[src/rtl/lkl_pkg.sv]
// Shared types, codes and lookup functions for the two-wire LED/key link master.
// No dependencies; used by lkl_cfg and led_key_two_wire_link_master_unit.
package lkl_pkg;

    typedef struct packed {
        logic [1:0] op;
        logic [2:0] digit_address;
        logic [7:0] segment_value;
        logic [2:0] brightness_level;
        logic       dio_in;
    } lkl_in_t;

    typedef struct packed {
        logic       clk_out;
        logic       dio_out;
        logic       dio_drive;
        logic       busy_res;
        logic       accepted;
        logic       ack_error;
        logic       key_valid;
        logic [7:0] scan_code;
        logic [4:0] key_number;
    } lkl_out_t;

    typedef struct packed {
        logic [7:0] bit_half_ticks;
        logic [7:0] read_half_ticks;
        logic       ack_wait_enable;
        logic [7:0] ack_timeout_ticks;
    } lkl_cfg_t;

    localparam int CFG_INDEX_W = 8;
    localparam int CFG_DATA_W  = 8;

    localparam logic [CFG_INDEX_W-1:0] REG_BIT_HALF  = 8'd0;
    localparam logic [CFG_INDEX_W-1:0] REG_READ_HALF = 8'd1;
    localparam logic [CFG_INDEX_W-1:0] REG_ACK_WAIT  = 8'd2;
    localparam logic [CFG_INDEX_W-1:0] REG_ACK_TMO   = 8'd3;

    localparam logic [7:0] RST_BIT_HALF  = 8'd3;
    localparam logic [7:0] RST_READ_HALF = 8'd30;
    localparam logic       RST_ACK_WAIT  = 1'b1;
    localparam logic [7:0] RST_ACK_TMO   = 8'd100;

    localparam logic [1:0] OP_TICK   = 2'd0;
    localparam logic [1:0] OP_DIGIT  = 2'd1;
    localparam logic [1:0] OP_BRIGHT = 2'd2;
    localparam logic [1:0] OP_SCAN   = 2'd3;

    localparam logic [3:0] K_END    = 4'd0;
    localparam logic [3:0] K_START  = 4'd1;
    localparam logic [3:0] K_ACK    = 4'd2;
    localparam logic [3:0] K_STOP   = 4'd3;
    localparam logic [3:0] K_READ   = 4'd4;
    localparam logic [3:0] K_B44    = 4'd5;
    localparam logic [3:0] K_BADDR  = 4'd6;
    localparam logic [3:0] K_BVAL   = 4'd7;
    localparam logic [3:0] K_BLEVEL = 4'd8;
    localparam logic [3:0] K_B42    = 4'd9;

    localparam logic [7:0] BYTE_MODE_FIXED = 8'h44;
    localparam logic [7:0] BYTE_ADDR_BASE  = 8'hC0;
    localparam logic [7:0] BYTE_DISP_ON    = 8'h88;
    localparam logic [7:0] BYTE_READ_KEYS  = 8'h42;

    function automatic logic [3:0] kind_of(input logic [1:0] cmd, input logic [4:0] step);
        logic [3:0] k;
        k = K_END;
        unique case (cmd)
            OP_DIGIT: begin
                unique case (step)
                    5'd1:    k = K_START;
                    5'd2:    k = K_B44;
                    5'd3:    k = K_ACK;
                    5'd4:    k = K_STOP;
                    5'd5:    k = K_START;
                    5'd6:    k = K_BADDR;
                    5'd7:    k = K_ACK;
                    5'd8:    k = K_BVAL;
                    5'd9:    k = K_ACK;
                    5'd10:   k = K_STOP;
                    default: k = K_END;
                endcase
            end
            OP_BRIGHT: begin
                unique case (step)
                    5'd1:    k = K_START;
                    5'd2:    k = K_BLEVEL;
                    5'd3:    k = K_ACK;
                    5'd4:    k = K_STOP;
                    default: k = K_END;
                endcase
            end
            OP_SCAN: begin
                unique case (step)
                    5'd1:    k = K_START;
                    5'd2:    k = K_B42;
                    5'd3:    k = K_ACK;
                    5'd4:    k = K_READ;
                    5'd5:    k = K_ACK;
                    5'd6:    k = K_STOP;
                    default: k = K_END;
                endcase
            end
            default: k = K_END;
        endcase
        return k;
    endfunction

    function automatic logic [4:0] halves_of(input logic [3:0] k);
        logic [4:0] h;
        h = 5'd16;
        if (k == K_START) begin
            h = 5'd2;
        end else if (k == K_ACK || k == K_STOP) begin
            h = 5'd3;
        end
        return h;
    endfunction

    function automatic logic [4:0] decode_key(input logic [7:0] c);
        logic [4:0] n;
        n = 5'd0;
        if (c[7:3] == 5'b11110) begin
            n = 5'd8 - {2'b00, c[2:0]};
        end else if (c[7:3] == 5'b11101) begin
            n = 5'd16 - {2'b00, c[2:0]};
        end
        return n;
    endfunction

endpackage

[src/rtl/lkl_cfg.sv]
// Configuration register file for the two-wire link master.
// Depends on lkl_pkg for the register indexes, reset values and lkl_cfg_t.
module lkl_cfg
    import lkl_pkg::*;
(
    input  logic                   aclk,
    input  logic                   aresetn,
    input  logic                   wr_en,
    input  logic [CFG_INDEX_W-1:0] wr_index,
    input  logic [CFG_DATA_W-1:0]  wr_data,
    output lkl_cfg_t               cfg
);

    lkl_cfg_t cfg_reg;
    lkl_cfg_t cfg_next;

    always_comb begin
        cfg_next = cfg_reg;
        if (wr_en) begin
            unique case (wr_index)
                REG_BIT_HALF:  cfg_next.bit_half_ticks    = wr_data;
                REG_READ_HALF: cfg_next.read_half_ticks   = wr_data;
                REG_ACK_WAIT:  cfg_next.ack_wait_enable   = wr_data[0];
                REG_ACK_TMO:   cfg_next.ack_timeout_ticks = wr_data;
                default:       cfg_next = cfg_reg;
            endcase
        end
    end

    always_ff @(posedge aclk) begin
        if (!aresetn) begin
            cfg_reg.bit_half_ticks    <= RST_BIT_HALF;
            cfg_reg.read_half_ticks   <= RST_READ_HALF;
            cfg_reg.ack_wait_enable   <= RST_ACK_WAIT;
            cfg_reg.ack_timeout_ticks <= RST_ACK_TMO;
        end else begin
            cfg_reg <= cfg_next;
        end
    end

    assign cfg = cfg_reg;

endmodule

[src/rtl/led_key_two_wire_link_master_unit.sv]
// Two-wire LED/key link master: pin sequencer and result register.
// Depends on lkl_pkg and lkl_cfg.
//
// Every input word (a tick or a command) yields exactly one result word with the
// clock/data line levels and status after that word. One word is taken per clock
// cycle; its result appears in the output register on the next cycle. The output
// register lets a new word in while the last result is still being taken, so the
// only stall is m_ready held low with a result pending. Line timing is counted in
// input words (ticks), not clock cycles. Configuration writes are always ready.
module led_key_two_wire_link_master_unit
    import lkl_pkg::*;
(
    input  logic                   aclk,
    input  logic                   aresetn,
    input  logic                   s_valid,
    output logic                   s_ready,
    input  lkl_in_t                s_data,
    output logic                   m_valid,
    input  logic                   m_ready,
    output lkl_out_t               m_data,
    input  logic                   cfg_valid,
    output logic                   cfg_ready,
    input  logic [CFG_INDEX_W-1:0] cfg_index,
    input  logic [CFG_DATA_W-1:0]  cfg_data
);

    lkl_cfg_t cfg;

    logic [4:0] step_reg,  step_next;
    logic [3:0] bc_reg,    bc_next;
    logic [7:0] shift_reg, shift_next;
    logic [7:0] tick_reg,  tick_next;
    logic [1:0] cmd_reg,   cmd_next;
    logic [2:0] addr_reg,  addr_next;
    logic [7:0] val_reg,   val_next;
    logic [2:0] lvl_reg,   lvl_next;
    logic [7:0] rd_reg,    rd_next;
    logic       err_reg,   err_next;
    logic       m_valid_reg;
    lkl_out_t   out_reg;
    lkl_out_t   result;

    logic       s_fire;
    logic [3:0] k_cur;
    logic [3:0] k_new;
    logic [3:0] k_out;
    logic [4:0] target;
    logic [7:0] tick_inc;
    logic [7:0] half_len;
    logic [7:0] tmo;
    logic [3:0] bc_inc;
    logic       end_h;
    logic       enter;
    logic       acc;
    logic       kv;

    lkl_cfg u_cfg (
        .aclk     (aclk),
        .aresetn  (aresetn),
        .wr_en    (cfg_valid),
        .wr_index (cfg_index),
        .wr_data  (cfg_data),
        .cfg      (cfg)
    );

    assign cfg_ready = 1'b1;
    assign s_ready   = !m_valid_reg || m_ready;
    assign s_fire    = s_valid && s_ready;

    always_comb begin
        step_next  = step_reg;
        bc_next    = bc_reg;
        shift_next = shift_reg;
        tick_next  = tick_reg;
        cmd_next   = cmd_reg;
        addr_next  = addr_reg;
        val_next   = val_reg;
        lvl_next   = lvl_reg;
        rd_next    = rd_reg;
        err_next   = err_reg;
        acc        = 1'b0;
        kv         = 1'b0;
        end_h      = 1'b0;
        enter      = 1'b0;
        bc_inc     = bc_reg;
        k_cur      = kind_of(cmd_reg, step_reg);
        tick_inc   = tick_reg + 8'd1;
        half_len   = (k_cur == K_READ) ? cfg.read_half_ticks : cfg.bit_half_ticks;
        if (half_len == 8'd0) begin
            half_len = 8'd1;
        end
        tmo = (cfg.ack_timeout_ticks == 8'd0) ? 8'd1 : cfg.ack_timeout_ticks;

        if (step_reg == 5'd0) begin
            if (s_data.op != OP_TICK) begin
                acc       = 1'b1;
                err_next  = 1'b0;
                cmd_next  = s_data.op;
                addr_next = s_data.digit_address;
                val_next  = s_data.segment_value;
                lvl_next  = s_data.brightness_level;
                enter     = 1'b1;
            end
        end else if (k_cur == K_END) begin
            step_next = 5'd0;
        end else if (k_cur == K_ACK && bc_reg == 4'd1) begin
            if (!s_data.dio_in) begin
                end_h = 1'b1;
            end else begin
                tick_next = tick_inc;
                if (tick_inc >= tmo) begin
                    err_next = 1'b1;
                    end_h    = 1'b1;
                end
            end
        end else begin
            tick_next = tick_inc;
            if (tick_inc >= half_len) begin
                if (bc_reg[0] && k_cur >= K_B44) begin
                    shift_next = {1'b0, shift_reg[7:1]};
                end
                if (bc_reg[0] && k_cur == K_READ) begin
                    rd_next = {s_data.dio_in, rd_reg[7:1]};
                end
                end_h = 1'b1;
            end
        end

        if (end_h) begin
            tick_next = 8'd0;
            bc_inc    = bc_reg + 4'd1;
            if (k_cur == K_ACK && bc_inc == 4'd1 && !cfg.ack_wait_enable) begin
                bc_inc = 4'd2;
            end
            bc_next = bc_inc;
            if ({1'b0, bc_inc} >= halves_of(k_cur) || bc_inc == 4'd0) begin
                enter = 1'b1;
            end
        end

        target = acc ? 5'd1 : step_reg + 5'd1;
        k_new  = kind_of(cmd_next, target);
        if (enter) begin
            step_next = target;
            bc_next   = 4'd0;
            tick_next = 8'd0;
            unique case (k_new)
                K_END: begin
                    step_next = 5'd0;
                    kv        = (cmd_next == OP_SCAN);
                end
                K_B44:    shift_next = BYTE_MODE_FIXED;
                K_BADDR:  shift_next = BYTE_ADDR_BASE | {5'd0, addr_next};
                K_BVAL:   shift_next = val_next;
                K_BLEVEL: shift_next = BYTE_DISP_ON | {5'd0, lvl_next};
                K_B42:    shift_next = BYTE_READ_KEYS;
                default:  shift_next = shift_next;
            endcase
        end

        k_out            = kind_of(cmd_next, step_next);
        result.clk_out   = 1'b1;
        result.dio_out   = 1'b1;
        result.dio_drive = 1'b1;
        priority if (k_out == K_START) begin
            result.dio_out = (bc_next == 4'd0);
        end else if (k_out == K_ACK) begin
            result.clk_out   = (bc_next == 4'd2);
            result.dio_out   = 1'b0;
            result.dio_drive = 1'b0;
        end else if (k_out == K_STOP) begin
            result.clk_out = (bc_next != 4'd0);
            result.dio_out = (bc_next == 4'd2);
        end else if (k_out == K_READ) begin
            result.clk_out   = bc_next[0];
            result.dio_out   = 1'b0;
            result.dio_drive = 1'b0;
        end else if (k_out >= K_B44) begin
            result.clk_out = bc_next[0];
            result.dio_out = shift_next[0];
        end else begin
            result.clk_out = 1'b1;
        end
        result.busy_res   = (step_next != 5'd0);
        result.accepted   = acc;
        result.ack_error  = err_next;
        result.key_valid  = kv;
        result.scan_code  = rd_next;
        result.key_number = decode_key(rd_next);
    end

    always_ff @(posedge aclk) begin
        if (!aresetn) begin
            step_reg    <= 5'd0;
            bc_reg      <= 4'd0;
            shift_reg   <= 8'd0;
            tick_reg    <= 8'd0;
            cmd_reg     <= OP_TICK;
            addr_reg    <= 3'd0;
            val_reg     <= 8'd0;
            lvl_reg     <= 3'd0;
            rd_reg      <= 8'd0;
            err_reg     <= 1'b0;
            m_valid_reg <= 1'b0;
        end else begin
            if (s_fire) begin
                step_reg    <= step_next;
                bc_reg      <= bc_next;
                shift_reg   <= shift_next;
                tick_reg    <= tick_next;
                cmd_reg     <= cmd_next;
                addr_reg    <= addr_next;
                val_reg     <= val_next;
                lvl_reg     <= lvl_next;
                rd_reg      <= rd_next;
                err_reg     <= err_next;
                m_valid_reg <= 1'b1;
            end else if (m_ready) begin
                m_valid_reg <= 1'b0;
            end
        end
    end

    always_ff @(posedge aclk) begin
        if (s_fire) begin
            out_reg <= result;
        end
    end

    assign m_valid = m_valid_reg;
    assign m_data  = out_reg;

endmodule

[config.mk]
export PLATFORM = sky130hd
export DESIGN_NAME = led_key_two_wire_link_master_unit
export DESIGN_NICKNAME = d
export VERILOG_FILES = /design/src/rtl/lkl_pkg.sv /design/src/rtl/lkl_cfg.sv /design/src/rtl/led_key_two_wire_link_master_unit.sv
export SDC_FILE = /design/constraint.sdc
export NUM_CORES = 1
export LEC_CHECK = 0
export BUFFER_PORTS_ARGS = -buffer_cell sky130_fd_sc_hd__buf_2
export CAP_MARGIN = 15
export CORE_ASPECT_RATIO = 0.5
export CORE_UTILIZATION = 52
export DETAILED_ROUTE_END_ITERATION = 7
export PLACE_DENSITY_LB_ADDON = 0.12
export SETUP_SLACK_MARGIN = 0.05
export SLEW_MARGIN = 0
export SYNTH_ARGS = -nofsm -noshare
export SYNTH_HDL_FRONTEND = slang
export SYNTH_SLANG_ARGS = --single-unit
[constraint.sdc]
create_clock -name aclk -period 6 [get_ports aclk]
set_clock_uncertainty 0.2 [all_clocks]
set_input_delay 1.2 -clock aclk [delete_from_list [all_inputs] [get_ports aclk]]
set_output_delay 1.2 -clock aclk [all_outputs]
set_load 0.01 [all_outputs]
==> results of run 1 <==
[power by group]
part / switching [mW] / internal (mW) / total, mW / leakage [nW]
sequential: 0.0226 / 0.711 / 0.733 / 0.839
combinational: 0.220 / 0.159 / 0.379 / 2.25
clock: 0.277 / 0.291 / 0.568 / 0.138
total: 0.520 / 1.16 / 1.68 / 3.23
[cell usage in the layout (no fill, tap or decap), types with 4 or more instances in the layout]
cell type / n
ha_1: 31
o21ai_2: 4
nor4_1: 4
o21a_1: 7
nor3_1: 11
nor2_1: 36
o22ai_1: 8
xnor2_1: 6
o21ai_0: 23
nand2_1: 104
dfxtp_1: 76
a21oi_1: 35
inv_1: 33
clkbuf_16: 9
and3_1: 8
ha_4: 6
a21o_1: 4
buf_4: 53
mux2i_1: 39
a22oi_1: 7
nand2b_1: 12
nand4_1: 4
xor2_1: 5
and2_1: 9
edfxtp_1: 20
nor3b_1: 8
a21boi_0: 19
o211a_1: 10
a31oi_1: 8
nor2b_1: 28
buf_2: 59
nand3b_1: 4
mux2i_4: 7
o21ai_1: 4
nand3_1: 16
[kinds of logic (layout without fill, tap and decap cells)]
| group | Yosys count | in the layout | share of synthesized area |
|---|---|---|---|
| compound gates | 175 | 175 | 0.201 |
| xor+xnor | 11 | 11 | 0.0153 |
| fa+ha+maj | 39 | 39 | 0.0776 |
| buf+inv | 72 | 170 | 0.0486 |
| flops | 99 | 99 | 0.347 |
| mux | 50 | 50 | 0.0822 |
| other cells | 1 | 1 | 0.000596 |
| simple gates | 276 | 276 | 0.228 |
[worst min-delay path, stage by stage, from the launching register on]
cell and delay, ps:
dfxtp_1 310, nand2_1 50, a21boi_0 60
[repair_timing]
action	CTS	global route
pin swaps	4	22
buffers inserted	2	18
hold buffers	0	0
endpoints found under the setup margin	3	3
resized for setup	27	45
cloned	0	0
hold endpoints to repair	0	0
[cell type report]
cell class	count	area (um^2)	area share
Tap cell	159	199	0.0260
Inverter	38	155	0.0203
Clock buffer	10	229	0.0299
Timing Repair Buffer	116	747	0.0975
Clock inverter	6	61.3	0.00801
Multi-Input combinational cell	552	4080	0.532
Sequential cell	99	2190	0.286
[metal layers]
metal / routed length (um) / GRT usage / part of all wire
met3: 1050 / 0.0570 / 0.065
met5: 0 / 0 / 0
met1: 7990 / 0.374 / 0.50
met2: 6850 / 0.378 / 0.43
met4: 208 / 0.0495 / 0.013
[worst paths after layout]
path / end / startpoint
min reg2reg: lvl_reg[0] / lvl_reg[0]
max: m_data[18] / step_reg[1]
max reg2reg: m_data[18] / step_reg[1]
min: lvl_reg[0] / lvl_reg[0]
==> qor.yml, run 1 <==
rows: 27
die_width_um: 158
path_delay_family: "simple AND/OR/NAND/NOR gates"
grt_pass1_vias: 4847
antenna_found_initial: 0
nets: 893
maxCapViolCount: 0
syn-num-nets: 800
drt_wl_total_um: 16100
rsz0062_at_grt: "true"
grt_overflow: 0
synthArstFlopShare: 0
power.leakage_nw: 3.23
drtIter0Drc: 468
firstDrtPassIters: 5
clk_path_buf_depth: 2
yosysMostFrequentCell: "nand2_1"
place_ws_ps: -274
min_path_type: "flip-flop to flip-flop"
num_vias: 5570
whs_ps: 269
grt_pass1_wl_um: 24800
insertion_delay_ps: 350
worstPathRequired_ps: 5890
cp.arrival_ps: 5720
synth_cell_type_count: 84
cts.sinks: 99
rrSetupSlack_ps: 170
coreArea_um2: 11400
cts_tree: "built"
fin_util: 0.673
ys_top_cells_by_area: "dfxtp_1 (25%), edfxtp_1 (9.6%), ha_1 (7.8%), mux2i_1 (7.3%), nand2_1 (6.3%)"
synth_edf_count: 20
finalNonFillerCells: 980
ios: 61
cp_max_fo: 8
p_per_area_nw_per_um2: 219
ys_seq_area_frac: 0.347
synthesis.instances: 723
start_util: 0.552
reg2regPathDepth: 29
clk_transition_reported_paths_ps: 80
drv_slew: 0
final_antenna_net_count: 0
postSynthAreaPerCell_um2: 8.70
num-fill-cells: 949
yosysWarningCount: 0
grt_usage: 0.254
period_minus_slack_ps: 5830
dieArea_um2: 12600
final.period_utilization: 0.972
placed_area_um2: 6900
area_growth_pct: 21.8
drive_gt1_frac: 0.248
synth-main-ff-cell: "dfxtp_1"
max_freq_mhz: 172
fin_area_um2: 7660
final_hold_viol_count: 0
htreeDepth: 3
worst_slew_pin_slew_ps: 929
cts_buffers: 9
cp-start-kind: "flip-flop"
place_congestion: 0.959
dpl.hpwl_um: 11500
synthTopCellsByCount: "nand2_1 (105), dfxtp_1 (79), mux2i_1 (46), ha_1 (39), inv_1 (37)"
numPortBuffers: 59
grt_max_degree: 78
end_kind: "flip-flop"
wl_per_cell_um: 16.4
netlist_area_um2: 6290
synth.top_cell.area_share: 0.252
fin_tns_setup_ps: 0
synth-seq-cells: 99
setup_viol: 0
criticalPathCategory: "flip-flop to flip-flop"
worst-path-buf-inv: 4
crit_slowest_cell: "or3_4"
crit_cells: 29
n_antenna_cell: 0
p_total_mw: 1.68
largest_reg_flops: 25
yosysTopAreaCell: "dfxtp_1"
hold_path_depth: 2
outcome: "completed"
root_buffer: "clkbuf_16"
max-slew-margin-rel: 0.378
die_h_um: 79.8
via_per_inst: 5.68
remaining_drc_errors: 0
max_stage_delay_ps: 400
setup_slack_ps: 169
ir_drop_v: 0.000157
dp.cells: 944
Note: power is estimated with default switching activity, not from simulation.
==> inputs of run 2 (changes only) <==
--- a/config.mk
+++ b/config.mk
@@ -18 +18,2 @@
 export SYNTH_SLANG_ARGS = --single-unit
+export TNS_END_PERCENT = 30
--- a/constraint.sdc
+++ b/constraint.sdc
@@ -4,2 +4,2 @@
 set_output_delay 1.2 -clock aclk [all_outputs]
-set_load 0.01 [all_outputs]
+set_load 0.05 [all_outputs]
==> qor.yml, run 2 (same netlist as run 1, synthesis figures left out) <==
outcome: "completed"  # unchanged
firstDrtPassIters: 5  # unchanged
setup_slack_ps: 146  # was 169 ps
p_per_area_nw_per_um2: 224  # was 219 nW/um^2
clk_path_buf_depth: 2  # unchanged
n_antenna_cell: 0  # unchanged
coreArea_um2: 11400  # unchanged
power.leakage_nw: 3.23  # about the same
layout_commonest_cell: "nand2_1"  # unchanged
drv_slew: 0  # unchanged
min_path_type: "flip-flop to flip-flop"  # unchanged
final_hold_viol_count: 0  # unchanged
fin_area_um2: 7620  # was 7660 um^2
grt_overflow: 0  # unchanged
cts.sinks: 99  # unchanged
numPortBuffers: 59  # unchanged
antenna_found_initial: 0  # unchanged
cts_buffers: 9  # unchanged
max_freq_mhz: 171  # was 172 MHz
period_minus_slack_ps: 5850  # was 5830 ps
fin_util: 0.670  # was 0.673
final.period_utilization: 0.976  # was 0.972
cp_max_fo: 8  # unchanged
finalNonFillerCells: 980  # unchanged
worst-path-buf-inv: 4  # unchanged
start_util: 0.552  # unchanged
via_per_inst: 5.71  # was 5.68
htreeDepth: 3  # unchanged
die_h_um: 79.8  # unchanged
num_vias: 5595  # was 5570
grt_pass1_wl_um: 24800  # unchanged
drive_gt1_frac: 0.241  # was 0.248
cts_tree: "built"  # unchanged
worst_slew_pin_slew_ps: 931  # was 929 ps
rrSetupSlack_ps: 150  # was 170 ps
path_delay_family: "simple AND/OR/NAND/NOR gates"  # unchanged
remaining_drc_errors: 0  # unchanged
placed_area_um2: 6900  # unchanged
layout_common_cells: "nand2_1 (105), dfxtp_1 (76), buf_2 (59), buf_4 (53), mux2i_1 (39)"  # was nand2_1 (104), dfxtp_1 (76), buf_2 (59), buf_4 (53), mux2i_1 (39)
dpl.hpwl_um: 11500  # unchanged
ios: 61  # unchanged
setup_viol: 0  # unchanged
rsz0062_at_grt: "true"  # unchanged
area_growth_pct: 21.3  # was 21.8%
root_buffer: "clkbuf_16"  # unchanged
place_ws_ps: -274  # unchanged
num-fill-cells: 958  # was 949
clk_transition_reported_paths_ps: 80  # about the same
ir_drop_v: 0.000157  # about the same
cp-start-kind: "flip-flop"  # unchanged
wl_per_cell_um: 16.3  # was 16.4 um
grt_usage: 0.254  # unchanged
rows: 27  # unchanged
largest_reg_flops: 25  # unchanged
worstPathRequired_ps: 5890  # about the same
maxCapViolCount: 0  # unchanged
grt_pass1_vias: 4847  # unchanged
die_width_um: 158  # unchanged
max-slew-margin-rel: 0.377  # was 0.378
fin_tns_setup_ps: 0  # unchanged
max_stage_delay_ps: 420  # was 400 ps
crit_slowest_cell: "or3_1"  # was or3_4
criticalPathCategory: "flip-flop to flip-flop"  # unchanged
dieArea_um2: 12600  # unchanged
nets: 893  # unchanged
dp.cells: 944  # unchanged
cp.arrival_ps: 5740  # was 5720 ps
final_antenna_net_count: 0  # unchanged
insertion_delay_ps: 350  # about the same
place_congestion: 0.959  # unchanged
drt_wl_total_um: 16000  # was 16100 um
end_kind: "flip-flop"  # unchanged
drtIter0Drc: 470  # was 468
grt_max_degree: 78  # unchanged
[run 2: per-stage QoR]
stage	power, mW	hold WS (ps)
global route	1.78	288
floorplan	0.990	240
CTS	1.68	269
finish	1.71	268
detailed placement	1.11	259
global placement	1.10	254
[run 2: power breakdown]
group | internal [mW] | switching, mW
logic | 0.156 | 0.252
clock network | 0.291 | 0.278
registers | 0.711 | 0.0225
total | 1.16 | 0.553
[run 2: worst register-to-register path, delay by kind of cell (launching register included)]
family / cells / cell delay [ps]
mux: 1 / 260
simple gates: 11 / 2090
compound gates: 10 / 1610
flops: 1 / 390
buf+inv: 4 / 510
fa+ha+maj: 3 / 530
[run 2: layout make-up]
| class | instances | area, um^2 | share of cell area |
|---|---|---|---|
| sequential | 99 | 2190 | 0.287 |
| clock inverter | 6 | 61.3 | 0.00804 |
| clock buffer | 10 | 229 | 0.0300 |
| inverter | 38 | 155 | 0.0204 |
| multi-input combinational | 552 | 4040 | 0.530 |
| timing repair buffer | 116 | 747 | 0.0980 |
| tap | 159 | 199 | 0.0261 |
[run 2: timing repair]
item                                    4_1_cts  5_1_grt
endpoints found under the setup margin        3        3
hold buffers                                  0        0
pin swaps                                     4       22
buffers inserted                              2       18
gates resized for setup                      27       36
[run 2: metal layers]
layer / share of wire / wire length (um) / track usage
met2: 0.42 / 6770 / 0.378
met1: 0.50 / 7990 / 0.374
met4: 0.013 / 215 / 0.0495
met3: 0.065 / 1050 / 0.0570
met5: 0 / 0 / 0
[run 2: path summary, 6_finish.rpt]
check / start / endpoint / cells after the start
setup reg to reg: step_reg[1] / m_data[18] / 29
setup / recovery: step_reg[1] / m_data[18] / 29
hold / removal: lvl_reg[0] / lvl_reg[0] / 2
hold reg to reg: lvl_reg[0] / lvl_reg[0] / 2
==> inputs of run 3 (changes only) <==
- CELL_PAD_IN_SITES_DETAIL_PLACEMENT: default -> 2
- CELL_PAD_IN_SITES_GLOBAL_PLACEMENT: default -> 2
- CORE_UTILIZATION: 52 -> 33
==> qor.yml, run 3 (same netlist as run 1, synthesis figures left out) <==
outcome: "completed"  # unchanged
drv_slew: 0  # unchanged
ir_drop_v: 0.000125  # was 0.000157 V
cts_buffers: 9  # unchanged
fin_util: 0.414  # was 0.670
nets: 889  # was 893
met2WireLength_um: 10100  # was 6770 um
rrSetupSlack_ps: 120  # was 150 ps
numPortBuffers: 59  # unchanged
end_kind: "flip-flop"  # unchanged
wl_per_cell_um: 19.2  # was 16.3 um
crit_slowest_cell: "nor4_4"  # was or3_1
clk_path_buf_depth: 2  # unchanged
fin_area_um2: 7670  # was 7620 um^2
drive_gt1_frac: 0.236  # was 0.241
grt_pass1_wl_um: 32300  # was 24800 um
cp-start-kind: "flip-flop"  # unchanged
max_stage_delay_ps: 380  # was 420 ps
period_minus_slack_ps: 5880  # was 5850 ps
final_antenna_net_count: 0  # unchanged
grt_usage: 0.210  # was 0.254
cp_max_fo: 5  # was 8
largest_reg_flops: 25  # unchanged
max-slew-margin-rel: 0.332  # was 0.377
grt_overflow: 0  # unchanged
dpl.hpwl_um: 15000  # was 11500 um
final_hold_viol_count: 0  # unchanged
die_h_um: 99.6  # was 79.8 um
clk_transition_reported_paths_ps: 70  # was 80 ps
layout_common_cells: "nand2_1 (104), dfxtp_1 (76), buf_2 (59), buf_4 (50), mux2i_1 (39)"  # was nand2_1 (105), dfxtp_1 (76), buf_2 (59), buf_4 (53), mux2i_1 (39)
grt_pass1_vias: 6082  # was 4847
p_per_area_nw_per_um2: 224  # about the same
endpoint: "m_data[18]"  # unchanged
worstPathRequired_ps: 5900  # was 5890 ps
via_per_inst: 5.27  # was 5.71
cts.sinks: 99  # unchanged
num_vias: 5671  # was 5595
whs_ps: 267  # was 268 ps
setup_slack_ps: 122  # was 146 ps
startpoint: "step_reg[1]"  # unchanged
met1_length_um: 9880  # was 7990 um
place_congestion: 0.854  # was 0.959
htreeDepth: 3  # unchanged
max_freq_mhz: 170  # was 171 MHz
remaining_drc_errors: 0  # unchanged
route.met3.wl_um: 425  # was 1050 um
fin_tns_setup_ps: 0  # unchanged
cts-hold-fix-buffers: 0  # unchanged
criticalPathCategory: "flip-flop to flip-flop"  # unchanged
insertion_delay_ps: 350  # about the same
worst_slew_pin_slew_ps: 999  # was 931 ps
final.period_utilization: 0.980  # was 0.976
grt_max_degree: 49  # was 78
coreArea_um2: 18500  # was 11400 um^2
r2r_start: "step_reg[1]"  # unchanged
placed_area_um2: 7040  # was 6900 um^2
drt_wl_total_um: 20700  # was 16000 um
r2r_end: "m_data[18]"  # unchanged
dieArea_um2: 19600  # was 12600 um^2
firstDrtPassIters: 4  # was 5
cts_tree: "built"  # unchanged
power.leakage_nw: 3.20  # was 3.23 nW
ios: 61  # unchanged
rows: 35  # was 27
root_buffer: "clkbuf_16"  # unchanged
min_path_type: "flip-flop to flip-flop"  # unchanged
setup_viol: 0  # unchanged
cp.arrival_ps: 5780  # was 5740 ps
reg2regPathDepth: 29  # unchanged
die_width_um: 197  # was 158 um
place_ws_ps: -231  # was -274 ps
maxCapViolCount: 0  # unchanged
antenna_found_initial: 0  # unchanged
drtIter0Drc: 146  # was 470
area_growth_pct: 22.0  # was 21.3%
num-fill-cells: 2069  # was 958
start_util: 0.339  # was 0.552
layout_commonest_cell: "nand2_1"  # unchanged
n_antenna_cell: 0  # unchanged
top_layer: "met4"  # unchanged
==> run 3: cell count changes in the layout (fill, tap and decap cells not counted), moves of 2 or more <==
cell   before  now
inv_8       2    0
ha_4        5    2
ha_2        1    3
buf_4      53   50
==> run 3: power by group <==
part | switching [mW] | leakage [nW] | internal [mW]
logic | 0.268 | 2.23 | 0.149
clock network | 0.284 | 0.135 | 0.286
registers | 0.0196 | 0.839 | 0.711
total | 0.571 | 3.20 | 1.15
==> run 3: worst max-delay path, delay by kind of cell, from the launching register on <==
| family | cells | cell delay (ps) |
|---|---|---|
| buffers and inverters | 4 | 490 |
| AND/OR/NAND/NOR | 10 | 1930 |
| adder cells (fa/ha/maj) | 3 | 640 |
| flip-flops | 1 | 370 |
| AO/OA/AOI/OAI | 11 | 1730 |
| multiplexers | 1 | 250 |
==> run 3: final cells by class <==
class                           count  area, um^2  area share
Clock buffer                       10         229      0.0299
Clock inverter                      6        47.5     0.00620
Inverter                           38         145      0.0189
Multi-Input combinational cell    552        4020       0.524
Sequential cell                    99        2190       0.285
Tap cell                          259         324      0.0423
Timing Repair Buffer              112         713      0.0930
==> run 3: layer usage <==
layer	vias to the layer above	track usage
met4	0	0.0388
met1	2827	0.275
met2	61	0.363
li1	2764	-
met5	-	0
met3	19	0.0353
==> run 3: timing repair <==
item,4_1_cts,5_1_grt
endpoints found under the setup margin,3,3
gates resized for setup,22,34
pin swaps,4,12
buffers inserted,5,7
gates cloned,1,0
==> run 3: worst min-delay path by stage <==
stage                      startpoint     endpoint  slack, ps  cells after the start
final                      lvl_reg[0]   lvl_reg[0]        270                      2
after global placement    addr_reg[1]  addr_reg[1]        250                      2
after floorplan           addr_reg[0]  addr_reg[0]        240                      2
after detailed placement   val_reg[3]   val_reg[3]        260                      2
after CTS                  lvl_reg[0]   lvl_reg[0]        270                      2
after global routing       val_reg[3]   val_reg[3]        290                      2
==> run 3: stage by stage <==
step,total power [mW],std cells
floorplan,0.990,723
global placement,1.11,1047
detailed placement,1.12,1047
CTS,1.71,1069
global route,1.80,1076
finish,1.72,1076
